### config.mk
export PLATFORM = sky130hd
export DESIGN_NAME = ghvw_divsqrt
export DESIGN_NICKNAME = d
export VERILOG_FILES = /design/src/ghvw_pkg.sv /design/src/ghvw_divsqrt.sv
export SDC_FILE = /design/constraint.sdc
export NUM_CORES = 1
export LEC_CHECK = 0
export ABC_CLOCK_PERIOD_IN_PS = 5450
export BUFFER_PORTS_ARGS = -buffer_cell sky130_fd_sc_hd__buf_2
export CAP_MARGIN = 5
export CORE_ASPECT_RATIO = 1.75
export CORE_MARGIN = 3
export CORE_UTILIZATION = 50
export DETAILED_ROUTE_END_ITERATION = 12
export PLACE_DENSITY = 0.8
export REMOVE_ABC_BUFFERS = 1
export SETUP_SLACK_MARGIN = 0.02
export SLEW_MARGIN = 20
export SYNTH_ARGS = -nofsm -noshare
export SYNTH_HDL_FRONTEND = slang
export SYNTH_SLANG_ARGS = --single-unit
export TNS_END_PERCENT = 50
### constraint.sdc
create_clock -name clk -period 5.45 [get_ports clk]
set_input_delay 0.2725 -clock clk [delete_from_list [all_inputs] [get_ports clk]]
set_output_delay 0.2725 -clock clk [all_outputs]
set_load 0.02 [all_outputs]
### src/ghvw_pkg.sv
`timescale 1ns / 1ps
// ----------------------------------------------------------------------------
// ghvw_pkg: shared types, constants and arithmetic helpers
// Fixed-point helpers, table indexing and the sequencer states used by the
// gravity harmonic V'/W' recursion block and its arithmetic units.
// ----------------------------------------------------------------------------
package ghvw_pkg;

    localparam int MAX_DEGREE = 32;
    localparam int FRAC_BITS  = 60;
    localparam int TABLE_SIZE = (MAX_DEGREE + 1) * (MAX_DEGREE + 2) / 2;
    localparam int IDX_W      = $clog2(TABLE_SIZE);
    localparam int DEG_W      = 6;
    localparam int POS_W      = 48;
    localparam int RAD_W      = 40;
    localparam int CFG_IDX_W  = 2;
    localparam int Q_W        = 64;
    localparam int NUM_W      = 128;
    localparam int PROD_W     = 128;
    localparam int R2_W       = 96;
    localparam int SCALE_SH   = FRAC_BITS + 15;

    localparam logic [Q_W-1:0] QMAX = {1'b0, {(Q_W-1){1'b1}}};
    localparam logic signed [Q_W:0] SUM_HI = $signed({2'b00, {(Q_W-1){1'b1}}});
    localparam logic signed [Q_W:0] SUM_LO = -SUM_HI;

    localparam logic [CFG_IDX_W-1:0] REG_EARTH_RADIUS = 2'd0;
    localparam logic [CFG_IDX_W-1:0] REG_DEGREE       = 2'd1;
    localparam logic [CFG_IDX_W-1:0] REG_ORDER        = 2'd2;

    localparam logic [DEG_W-1:0] DEG_MAX = DEG_W'(MAX_DEGREE);
    localparam logic [DEG_W-1:0] DEG_MIN = 6'd2;

    typedef enum logic [4:0] {
        S_IDLE, S_SQ, S_SQW, S_ZCHK, S_SQRT, S_SQRTW, S_DIVA, S_DIVAW,
        S_DIVU, S_DIVUW, S_MULS, S_MULSW, S_MULE, S_MULEW, S_ENT, S_HDIV,
        S_HDIVW, S_HMUL, S_HMULW, S_RD1, S_RD2, S_RD3, S_PMUL, S_PMULW,
        S_COMB, S_WR, S_RDQ, S_RDQ2, S_OUT
    } state_t;

    typedef enum logic {DS_DIV, DS_SQRT} ds_mode_t;

    typedef struct packed {
        logic     start;
        ds_mode_t mode;
    } ds_ctl_t;

    typedef struct packed {
        logic busy;
        logic done;
        logic over;
    } ds_stat_t;

    typedef struct packed {
        logic busy;
        logic done;
    } mul_stat_t;

    // Magnitude of a signed word as an unsigned word.
    function automatic logic [Q_W-1:0] mag64(logic [Q_W-1:0] v);
        return v[Q_W-1] ? (~v + 1'b1) : v;
    endfunction

    // Round a raw magnitude product to nearest, saturate, apply the sign.
    // Returns {saturated, value}.
    function automatic logic [Q_W:0] mulq_fin(logic [PROD_W-1:0] prod, logic neg);
        logic [PROD_W-1:0]           p;
        logic [PROD_W-FRAC_BITS-1:0] q;
        logic [Q_W-1:0]              m;
        logic                        ov;
        p  = prod + (PROD_W'(1) << (FRAC_BITS - 1));
        q  = (PROD_W-FRAC_BITS)'(p >> FRAC_BITS);
        ov = q > (PROD_W-FRAC_BITS)'(QMAX);
        m  = ov ? QMAX : q[Q_W-1:0];
        return {ov, neg ? (~m + 1'b1) : m};
    endfunction

    // Saturating sum or difference, clamped to plus or minus QMAX.
    function automatic logic [Q_W:0] sat_sum(logic [Q_W-1:0] a, logic [Q_W-1:0] b,
                                             logic sub);
        logic signed [Q_W:0] s;
        s = sub ? ($signed({a[Q_W-1], a}) - $signed({b[Q_W-1], b}))
                : ($signed({a[Q_W-1], a}) + $signed({b[Q_W-1], b}));
        if (s > SUM_HI) begin
            return {1'b1, QMAX};
        end
        else if (s < SUM_LO) begin
            return {1'b1, ~QMAX + 1'b1};
        end
        return {1'b0, s[Q_W-1:0]};
    endfunction

    // Saturate a quotient magnitude and apply the sign.
    function automatic logic [Q_W:0] sat_quo(logic [Q_W-1:0] quo, logic over, logic neg);
        logic [Q_W-1:0] m;
        m = over ? QMAX : quo;
        return {over, neg ? (~m + 1'b1) : m};
    endfunction

    // Triangular table index n(n+1)/2 + m.
    function automatic logic [IDX_W-1:0] tab_ix(logic [DEG_W-1:0] n, logic [DEG_W-1:0] m);
        logic [12:0] t;
        t = (13'(n) * (13'(n) + 13'd1)) >> 1;
        t = t + 13'(m);
        return IDX_W'(t);
    endfunction

endpackage

### src/ghvw_divsqrt.sv
`timescale 1ns / 1ps
// ----------------------------------------------------------------------------
// ghvw_divsqrt: shared bit-serial divider and square root
// Restoring division of a 128-bit numerator by a 64-bit divisor, one quotient
// bit per cycle, or integer square root of a 128-bit word, one bit per cycle.
// ----------------------------------------------------------------------------
module ghvw_divsqrt
    import ghvw_pkg::*;
(
    input  logic             clk,
    input  logic             rst_n,
    input  ds_ctl_t          ctl,
    input  logic [NUM_W-1:0] num,
    input  logic [Q_W-1:0]   den,
    output ds_stat_t         stat,
    output logic [Q_W-1:0]   quo
);

    logic [NUM_W-1:0] num_reg;
    logic [Q_W-1:0]   den_reg;
    logic [Q_W+1:0]   rem_reg;
    logic [Q_W-1:0]   quo_reg;
    logic             big_reg;
    logic [6:0]       cnt_reg;
    logic             busy_reg, done_reg;
    ds_mode_t         mode_reg;

    logic [Q_W:0]     drem_sh;
    logic [Q_W+3:0]   srem_sh, strial;
    logic             bit_q;
    logic [Q_W+1:0]   rem_next;
    logic [NUM_W-1:0] num_next;

    always_comb
    begin
        drem_sh = {rem_reg[Q_W-1:0], num_reg[NUM_W-1]};
        srem_sh = {rem_reg, num_reg[NUM_W-1:NUM_W-2]};
        strial  = {2'b00, quo_reg, 2'b01};
        if (mode_reg == DS_DIV) begin
            bit_q    = drem_sh >= {1'b0, den_reg};
            rem_next = bit_q ? (Q_W+2)'(drem_sh - {1'b0, den_reg}) : (Q_W+2)'(drem_sh);
            num_next = num_reg << 1;
        end
        else begin
            bit_q    = srem_sh >= strial;
            rem_next = bit_q ? (Q_W+2)'(srem_sh - strial) : (Q_W+2)'(srem_sh);
            num_next = num_reg << 2;
        end
    end

    always_ff @(posedge clk or negedge rst_n)
    begin
        if (!rst_n) begin
            busy_reg <= 1'b0;
            done_reg <= 1'b0;
            cnt_reg  <= 7'd0;
        end
        else begin
            done_reg <= 1'b0;
            if (ctl.start) begin
                busy_reg <= 1'b1;
                cnt_reg  <= (ctl.mode == DS_DIV) ? 7'd127 : 7'd63;
            end
            else if (busy_reg) begin
                cnt_reg <= cnt_reg - 7'd1;
                if (cnt_reg == 7'd0) begin
                    busy_reg <= 1'b0;
                    done_reg <= 1'b1;
                end
            end
        end
    end

    always_ff @(posedge clk)
    begin
        if (ctl.start) begin
            num_reg  <= num;
            den_reg  <= den;
            mode_reg <= ctl.mode;
            rem_reg  <= '0;
            quo_reg  <= '0;
            big_reg  <= 1'b0;
        end
        else if (busy_reg) begin
            num_reg <= num_next;
            rem_reg <= rem_next;
            quo_reg <= {quo_reg[Q_W-2:0], bit_q};
            big_reg <= big_reg | quo_reg[Q_W-1];
        end
    end

    assign stat.busy = busy_reg;
    assign stat.done = done_reg;
    assign stat.over = big_reg | quo_reg[Q_W-1];
    assign quo       = quo_reg;

endmodule

==> impl_metrics.tcl, run 1 <==
set metrics [dict create \
    ys_seq_elements 333 \
    final_antenna_net_count 0 \
    die_h_um 293 \
    start_util 0.510 \
    power.density_nw_per_um2 546 \
    largest_register_ffs 128 \
    ys.flop_type "edfxtp_1" \
    finalSetupViolCount 0 \
    grt_antenna_before_repair 1 \
    stdcell_area_um2 27200 \
    min_period_over_period 0.817 \
    place_congestion 1.01 \
    drive_gt1_frac 0.135 \
    io_pins 263 \
    drt_iter0_drc 1265 \
    clockRootBuffer "clkbuf_16" \
    final.min_clock_period_ns 4.45 \
    whs_ns 0.0223 \
    register_area_um2 8650 \
    crit_required_ns 5.89 \
    clk_pin_slew_ns 0.06 \
    violations "design-rule violations" \
    overflow 0 \
    drc_errors 1 \
    hold_buffers 91 \
    num_vias 21800 \
    synth_area_um2 23600 \
    ys_seq_area_frac 0.366 \
    synthArstFlopShare 0.0270 \
    rows 104 \
    power.leakage_nw 12.1 \
    utilization 0.587 \
    cts.repair.resized 0 \
    clkLatencyLatePin_ns 0.55 \
    ys_types 109 \
    yosysWarnings 0 \
    r2r_start "num_reg[127]" \
    hold_violations 0 \
    slew_headroom 0.232 \
    path_max_fanout 40 \
    clock_path_buffers 3 \
    tightest_slew_ns 1.15 \
    cts_buffers 35 \
    post_cts_buffers 0 \
    port_buffers 262 \
    crit_type "reg2reg" \
    hp-class "in2reg" \
    grt_pass1_vias 22400 \
    yosysTopAreaCellShare 0.245 \
    end_kind "flip-flop" \
    syn_avg_cell_area_um2 8.65 \
    placed_area_um2 25000 \
    hold_path_depth 3 \
    final_common_cell "nand2_1" \
    synth_edf_count 193 \
    fin_worst_skew_ns 0.0201 \
    netlist_top_cells_area "edfxtp_1, dfxtp_1, mux2i_1" \
    viasPerCell 6.07 \
    max-cap-violations 0 \
    cts_tree "built" \
    rsz0062_at_grt "no" \
    wirelength_um 75900 \
    finalSetupTns_ns 0 \
    multi_input_area_um2 13500 \
    power.total_mw 14.8 \
    num-fill-cells 4026 \
    r2r_cells 14 \
    outcome "complete, but fails checks" \
    cp-start-kind "flip-flop" \
    clock_sinks 333 \
    final_net_count 3306 \
    area_growth_pct 15.2 \
    core_area_um2 46300 \
    yosysTopAreaCell "edfxtp_1" \
    vdd_ir_drop_max_mv 0.379 \
    dieArea_um2 50000 \
    dp_hpwl_um 56100 \
    crit_arrival_ns 4.89 \
    cts_htree_levels 2 \
    die_x_um 170 \
    grt_max_degree 270 \
    firstDrtPassIters 10 \
    hp-start "num[126]" \
    avgRoutedWirePerCell_um 21.1 \
    startpoint "num_reg[127]" \
    drv_slew 0 \
    syn_inst 2729 \
    grt_first_pass_wirelength_um 118000 \
    track_usage 0.295 \
    most-common-layout-cells "nand2_1, buf_2, o21ai_0" \
    clock.fmax_mhz 225 \
]
[where the power goes]
part	internal, mW	switching [mW]
sequential	3.05	0.436
clock	1.58	1.07
combinational	3.31	5.38
[through the flow]
| stage | setup WS, ns | std cells |
|---|---|---|
| 3_3_place_gp | 1.18 | 3432 |
| 5_1_grt | 0.695 | 3588 |
| 3_5_place_dp | 1.11 | 3432 |
| 6_report | 0.996 | 3588 |
| 2_1_floorplan | -2.41 | 2571 |
| 4_1_cts | 1.07 | 3587 |
[cells by family after synthesis]
| logic type | after synthesis | share of synthesized area |
|---|---|---|
| buf+inv | 337 | 0.0626 |
| fa+ha+maj | 133 | 0.0708 |
| simple gates | 794 | 0.152 |
| mux | 197 | 0.0835 |
| flops | 333 | 0.366 |
| compound gates | 814 | 0.220 |
| xor+xnor | 121 | 0.0449 |
[synth_stat cells (14+ instances only)]
master and count:
dfxtp_1 131, o21ai_1 58, clkbuf_1 78, and3_1 15, nand2_1 344, nand4_1 39, o211ai_1 38, o21bai_1 28
nand2b_1 18, a31oi_1 23, buf_4 14, xor2_1 53, ha_1 132, a21o_1 47, buf_1 16, inv_1 176
nor2_1 218, a211oi_1 34, edfxtp_1 193, buf_2 32, xnor2_1 68, a21oi_1 195, nand3_1 40, o21a_1 20
o21ai_0 234, nor3_1 29, mux2i_1 197
[cell type report]
class | instances | area share
multi-input cells | 2059 | 0.497
flip-flops and latches | 333 | 0.318
repair buffers | 369 | 0.0879
clock buffers | 44 | 0.0350
well taps | 583 | 0.0268
inverters | 179 | 0.0248
clock inverters | 20 | 0.0109
diodes | 1 | 0.0000920
[routing by layer]
metal / routed length, um / vias up / global-route usage / share of wire
met5: 0 / - / 0 / 0
met1: 25900 / 10200 / 0.299 / 0.34
met3: 4270 / 335 / 0.0442 / 0.056
met4: 6700 / 0 / 0.218 / 0.088
li1: - / 10300 / - / -
met2: 39000 / 943 / 0.540 / 0.51
[worst max-delay path, stage by stage, from the launching register on]
cell	delay (ns)
edfxtp_1	0.43
inv_1	0.13
ha_1	0.20
fa_1	0.21
nand2b_1	0.14
a21oi_1	0.12
a21o_1	0.21
o2bb2ai_1	0.18
o311a_1	0.43
o21ai_1	0.37
o21a_2	0.83
nand2_1	0.51
o21ai_0	0.30
a21oi_1	0.07
a22o_1	0.21
[worst paths after layout]
check,slack (ns),end
max,1.0,rem_reg[58]
min reg2reg,0.46,big_reg
max reg2reg,1.0,rem_reg[58]
max in group asynchronous,5.11,busy_reg
min,0.02,num_reg[126]
min in group asynchronous,0.14,cnt_reg[1]
(Power assumes the default switching activity.)
==> run 2, diff against run 1 <==
ABC_CLOCK_PERIOD_IN_PS = 4300   (was 5450)
clock period = 4.3 ns   (was 5.45 ns; I/O delays follow)
==> run 2 against run 1 <==
  * The flow now finishes without violations
  * Critical path type unchanged
  * Combinational power grew 32%
  * Sequential power grew 27%
  * Register-to-register slack lost 0.79 ns
  * Critical endpoint is now rem_reg[6]
  * Final cell count grew 3.8%
  * Maximum frequency grew 8.8%
  * Routed wire length grew 8.9%
  * Cell area grew 4.5%
  * Total power grew 29%
  * Sequential cell count is the same
  * Highest routed layer unchanged
==> impl_metrics.tcl, run 2 (synthesis results as in run 1) <==
set metrics [dict create \
    grt_first_pass_wirelength_um 127000 \
    slowest_delay_ns 0.49 \
    r2r_cells 15 \
    clockRootBuffer "clkbuf_16" \
    crit_top_cell "a21oi_1" \
    finalSetupViolCount 0 \
    multi_input_area_um2 13500 \
    cts_htree_levels 2 \
    core_area_um2 46300 \
    critical_path.top_delay_family "compound AO/OA/AOI/OAI gates" \
    crit_chain "inv_1 -> ha_1 -> fa_1 -> nand2b_1 -> a21oi_1 -> a21o_1 -> o2bb2ai_1 -> o311a_1 -> o21ai_2 -> o21a_2 -> buf_4 -> nor2_1 -> a211oi_1 -> a21oi_1 -> a22o_1" \
    dp_hpwl_um 57300 \
    hp-start "num[9]" \
    wirelength_um 82600 \
    drv_slew 0 \
    clock_sinks 333 \
    drc_errors 0 \
    power.density_nw_per_um2 672 \
    die_x_um 170 \
    cp_num_buf_inv 2 \
    hp-class "in2reg" \
    cp_slowest_cell "o311a_1" \
    slew_headroom 0.403 \
    place_congestion 1.03 \
    cts_buffers 36 \
    start_util 0.510 \
    min_period_over_period 0.952 \
    drt_iter0_drc 1631 \
    r2r_start "num_reg[127]" \
    vdd_ir_drop_max_mv 0.452 \
    most-common-layout-cells "nand2_1, buf_2, o21ai_0" \
    path_max_fanout 13 \
    grt_max_degree 197 \
    final_antenna_net_count 0 \
    num-fill-cells 3842 \
    clock_path_buffers 3 \
    die_h_um 293 \
    clkLatencyLatePin_ns 0.55 \
    viasPerCell 6.11 \
    firstDrtPassIters 7 \
    power.leakage_nw 12.7 \
    end_kind "flip-flop" \
    crit_type "reg2reg" \
    outcome "complete, no violations" \
    clock.fmax_mhz 244 \
    final_net_count 3442 \
    reg2reg_to "rem_reg[6]" \
    grt_antenna_before_repair 1 \
    hold_path_depth 3 \
    crit_arrival_ns 4.53 \
    final_common_cell "nand2_1" \
    r2r_slack_ns 0.21 \
    clk_pin_slew_ns 0.06 \
    largest_register_ffs 128 \
    rows 104 \
    final.min_clock_period_ns 4.09 \
    tightest_slew_ns 0.895 \
    max-cap-violations 0 \
    port_buffers 262 \
    register_area_um2 8650 \
    avgRoutedWirePerCell_um 22.2 \
    power.total_mw 19.1 \
    rsz0062_at_grt "no" \
    track_usage 0.322 \
    crit_required_ns 4.73 \
    overflow 0 \
    hold_violations 0 \
    dieArea_um2 50000 \
    drive_gt1_frac 0.141 \
    num_vias 22700 \
    cp-start-kind "flip-flop" \
    fin_worst_skew_ns 0.0221 \
    area_growth_pct 20.4 \
    grt_pass1_vias 23400 \
    min_to "num_reg[9]" \
    cts_tree "built" \
    io_pins 263 \
    finalSetupTns_ns 0 \
]
## run 2: cell types whose count changed in the layout (fill, tap and decap cells not counted), moves of 2 or more
| cell | delta |
|---|---|
| dlygate4sd3_1 | +99 |
| buf_6 | +2 |
| clkbuf_16 | +2 |
| bufinv_16 | -5 |
| buf_4 | +33 |
## run 2: how the worst max path moves through the flow
stage	to	from	slack (ns)	cells past startpoint
6_report	rem_reg[6]	num_reg[127]	0.21	15
3_5_place_dp	rem_reg[45]	num_reg[127]	0.07	14
5_1_grt	rem_reg[59]	quo[26]	0.04	12
4_1_cts	rem_reg[45]	num_reg[127]	0.04	14
3_3_place_gp	rem_reg[45]	num_reg[127]	0.16	14
2_1_floorplan	num_reg[0]	busy_reg	-3.56	2
## run 2: metrics by stage
step                      setup WS [ns]  hold WS [ns]  std cells   util  instance area, um^2
after floorplan                   -3.56       -0.0806       2571      -                22800
after global placement            0.163        0.0768       3467  0.546                25300
after detailed placement         0.0705        0.0854       3467  0.546                25300
after CTS                        0.0385        0.0147       3721  0.613                28400
after global routing             0.0434        0.0640       3723  0.613                28400
final                             0.207        0.0406       3723  0.613                28400
## run 2: worst min-delay path, delay by kind of cell
kind,cells,cell delay (ns)
compound gates,1,0.08
buf+inv,1,0.11
simple gates,1,0.05
## run 2: layout make-up
type | instances | area share
clock inverters | 16 | 0.00546
repair buffers | 504 | 0.129
well taps | 583 | 0.0257
inverters | 179 | 0.0237
clock buffers | 48 | 0.0360
flip-flops and latches | 333 | 0.304
diodes | 1 | 0.0000881
multi-input cells | 2059 | 0.476
## run 2: power breakdown
group / switching (mW) / internal [mW] / leakage [nW]
combinational: 7.02 / 4.48 / 8.88
sequential: 0.559 / 3.87 / 3.21
clock: 1.37 / 1.81 / 0.568
total: 8.95 / 10.2 / 12.7
## run 2: what timing repair did
item | CTS | global route
gates resized for setup | 0 | 5
hold buffers | 190 | 0
hold endpoints to repair | 199 | 0
endpoints found under the setup margin | 0 | 30
buffers inserted | 0 | 1
## run 2: layer usage
metal  up-vias  global-route usage  routed length (um)
met5         -                   0                   0
met4         0               0.220                6810
met3       344              0.0464                4900
met2      1155               0.599               42800
met1     10600               0.325               28000
li1      10600                   -                   -
==> run 3, diff against run 2 <==
ABC_CLOCK_PERIOD_IN_PS = 4950   (was 4300)
CAP_MARGIN = not set   (was 5)
HOLD_SLACK_MARGIN = 0.12   (was not set)
clock period = 4.95 ns   (was 4.3 ns; I/O delays follow)
==> run 3 against run 2 <==
  * Worst hold slack better by 0.38 ns
  * Sequential share of layout area up 0.14 points
  * Core utilization down 0.29 points
  * Largest power group unchanged
  * Highest routed layer unchanged
==> impl_metrics.tcl, run 3 (synthesis results as in run 1) <==
set metrics [dict create \
    hp-class "in2reg" \
    vdd_ir_drop_max_mv 0.306 \
    clock.fmax_mhz 244 \
    drv_slew 0 \
    viasPerCell 6.12 \
    overflow 0 \
    grt_first_pass_wirelength_um 124000 \
    path_max_fanout 25 \
    drt_iter0_drc 1503 \
    cp-start-kind "flip-flop" \
    power.total_mw 16.4 \
    grt_pass1_vias 23300 \
    final_net_count 3417 \
    num_vias 22600 \
    num-fill-cells 3837 \
    power.density_nw_per_um2 580 \
    post_cts_buffers 0 \
    finalSetupViolCount 0 \
    cts_tree "built" \
    place_ws_ns 0.921 \
    drive_gt1_frac 0.132 \
    most-common-layout-cells "nand2_1, buf_2, o21ai_0" \
    hold_violations 0 \
    core_area_um2 46300 \
    drc_errors 0 \
    dieArea_um2 50000 \
    dp_hpwl_um 56400 \
    avgRoutedWirePerCell_um 21.6 \
    rsz0062_at_grt "no" \
    slew_headroom 0.342 \
    final_antenna_net_count 0 \
    final.min_clock_period_ns 4.10 \
    clk_pin_slew_ns 0.07 \
    port_buffers 262 \
    setup_ws_ns 0.848 \
    rows 104 \
    finalSetupTns_ns 0 \
    max-cap-violations 0 \
    io_pins 263 \
    power.leakage_nw 12.6 \
    die_x_um 170 \
    cts_htree_levels 2 \
    clock_path_buffers 3 \
    track_usage 0.311 \
    crit_required_ns 5.38 \
    clock_sinks 333 \
    tightest_slew_ns 0.987 \
    area_growth_pct 19.8 \
    cts_buffers 36 \
    final_common_cell "nand2_1" \
    crit_arrival_ns 4.53 \
    end_kind "flip-flop" \
    firstDrtPassIters 6 \
    grt_max_degree 171 \
    clkLatencyLatePin_ns 0.54 \
    wirelength_um 80100 \
    fin_worst_skew_ns 0.0156 \
    start_util 0.510 \
    place_congestion 1.01 \
    cts.repair.resized 0 \
    grt_antenna_before_repair 2 \
    utilization 0.611 \
    largest_register_ffs 128 \
    clockRootBuffer "clkbuf_16" \
    die_h_um 293 \
    whs_ns 0.422 \
    outcome "complete, no violations" \
    min_period_over_period 0.829 \
    crit_type "reg2reg" \
]
[run 3: cell types whose count changed in the layout (fill, tap and decap cells not counted), moves of 2 or more]
cell,previous run,this run
clkbuf_16,38,36
clkinv_2,3,6
buf_4,46,16
bufinv_16,2,6
clkbuf_8,3,0
inv_6,2,5
buf_6,2,0
dlygate4sd3_1,190,196
[run 3: layer usage]
metal	track usage	vias to the layer above	routed length, um
li1	-	10500	-
met1	0.318	10600	27400
met2	0.574	1134	41400
met3	0.0478	342	4960
met4	0.211	0	6290
met5	0	-	0
[run 3: critical path, cell delays in order (launching register included)]
cell and delay (ns):
dfxtp_1 0.46, ha_1 0.39, a21oi_1 0.34, nand2_1 0.18
nor2_1 0.17, o2bb2ai_1 0.15, o311a_1 0.44, o21ai_1 0.35
o21a_2 0.52, nand2_1 0.42, o21ai_0 0.29, a21oi_1 0.07
a22o_1 0.20
[run 3: repair_timing]
| item | CTS | global route |
|---|---|---|
| endpoints found under the setup margin | 0 | 0 |
| hold buffers | 196 | 0 |
| hold endpoints to repair | 205 | 0 |
[run 3: metrics by stage]
| stage | instance area, um^2 | instances |
|---|---|---|
| after global routing | 28300 | 3700 |
| after floorplan | 22800 | 2571 |
| final | 28300 | 3700 |
| after global placement | 25100 | 3437 |
| after detailed placement | 25100 | 3437 |
| after CTS | 28300 | 3698 |
[run 3: cell type report]
cell class / count / area [um^2] / share of cell area
antenna: 2 / 5.00 / 0.000177
multi-input combinational: 2059 / 13500 / 0.477
timing repair buffer: 479 / 3500 / 0.124
tap: 583 / 729 / 0.0258
inverter: 179 / 674 / 0.0238
sequential: 333 / 8650 / 0.306
clock inverter: 23 / 297 / 0.0105
clock buffer: 42 / 923 / 0.0326
[run 3: final timing paths]
check | start | endpoint | slack [ns] | depth (start not counted)
worst max-delay path | rem_reg[8] | rem_reg[58] | 0.85 | 12
worst max register to register | rem_reg[8] | rem_reg[58] | 0.85 | 12
worst min register to register | big_reg | big_reg | 0.46 | 2
min in group asynchronous | rst_n | cnt_reg[4] | 0.74 | 3
worst min-delay path | den[21] | den_reg[21] | 0.42 | 2
max in group asynchronous | rst_n | busy_reg | 3.88 | 3
[run 3: where the power goes]
group,switching [mW],internal (mW),leakage [nW]
combinational,5.92,3.75,8.75
sequential,0.505,3.36,3.21
clock,1.21,1.67,0.594
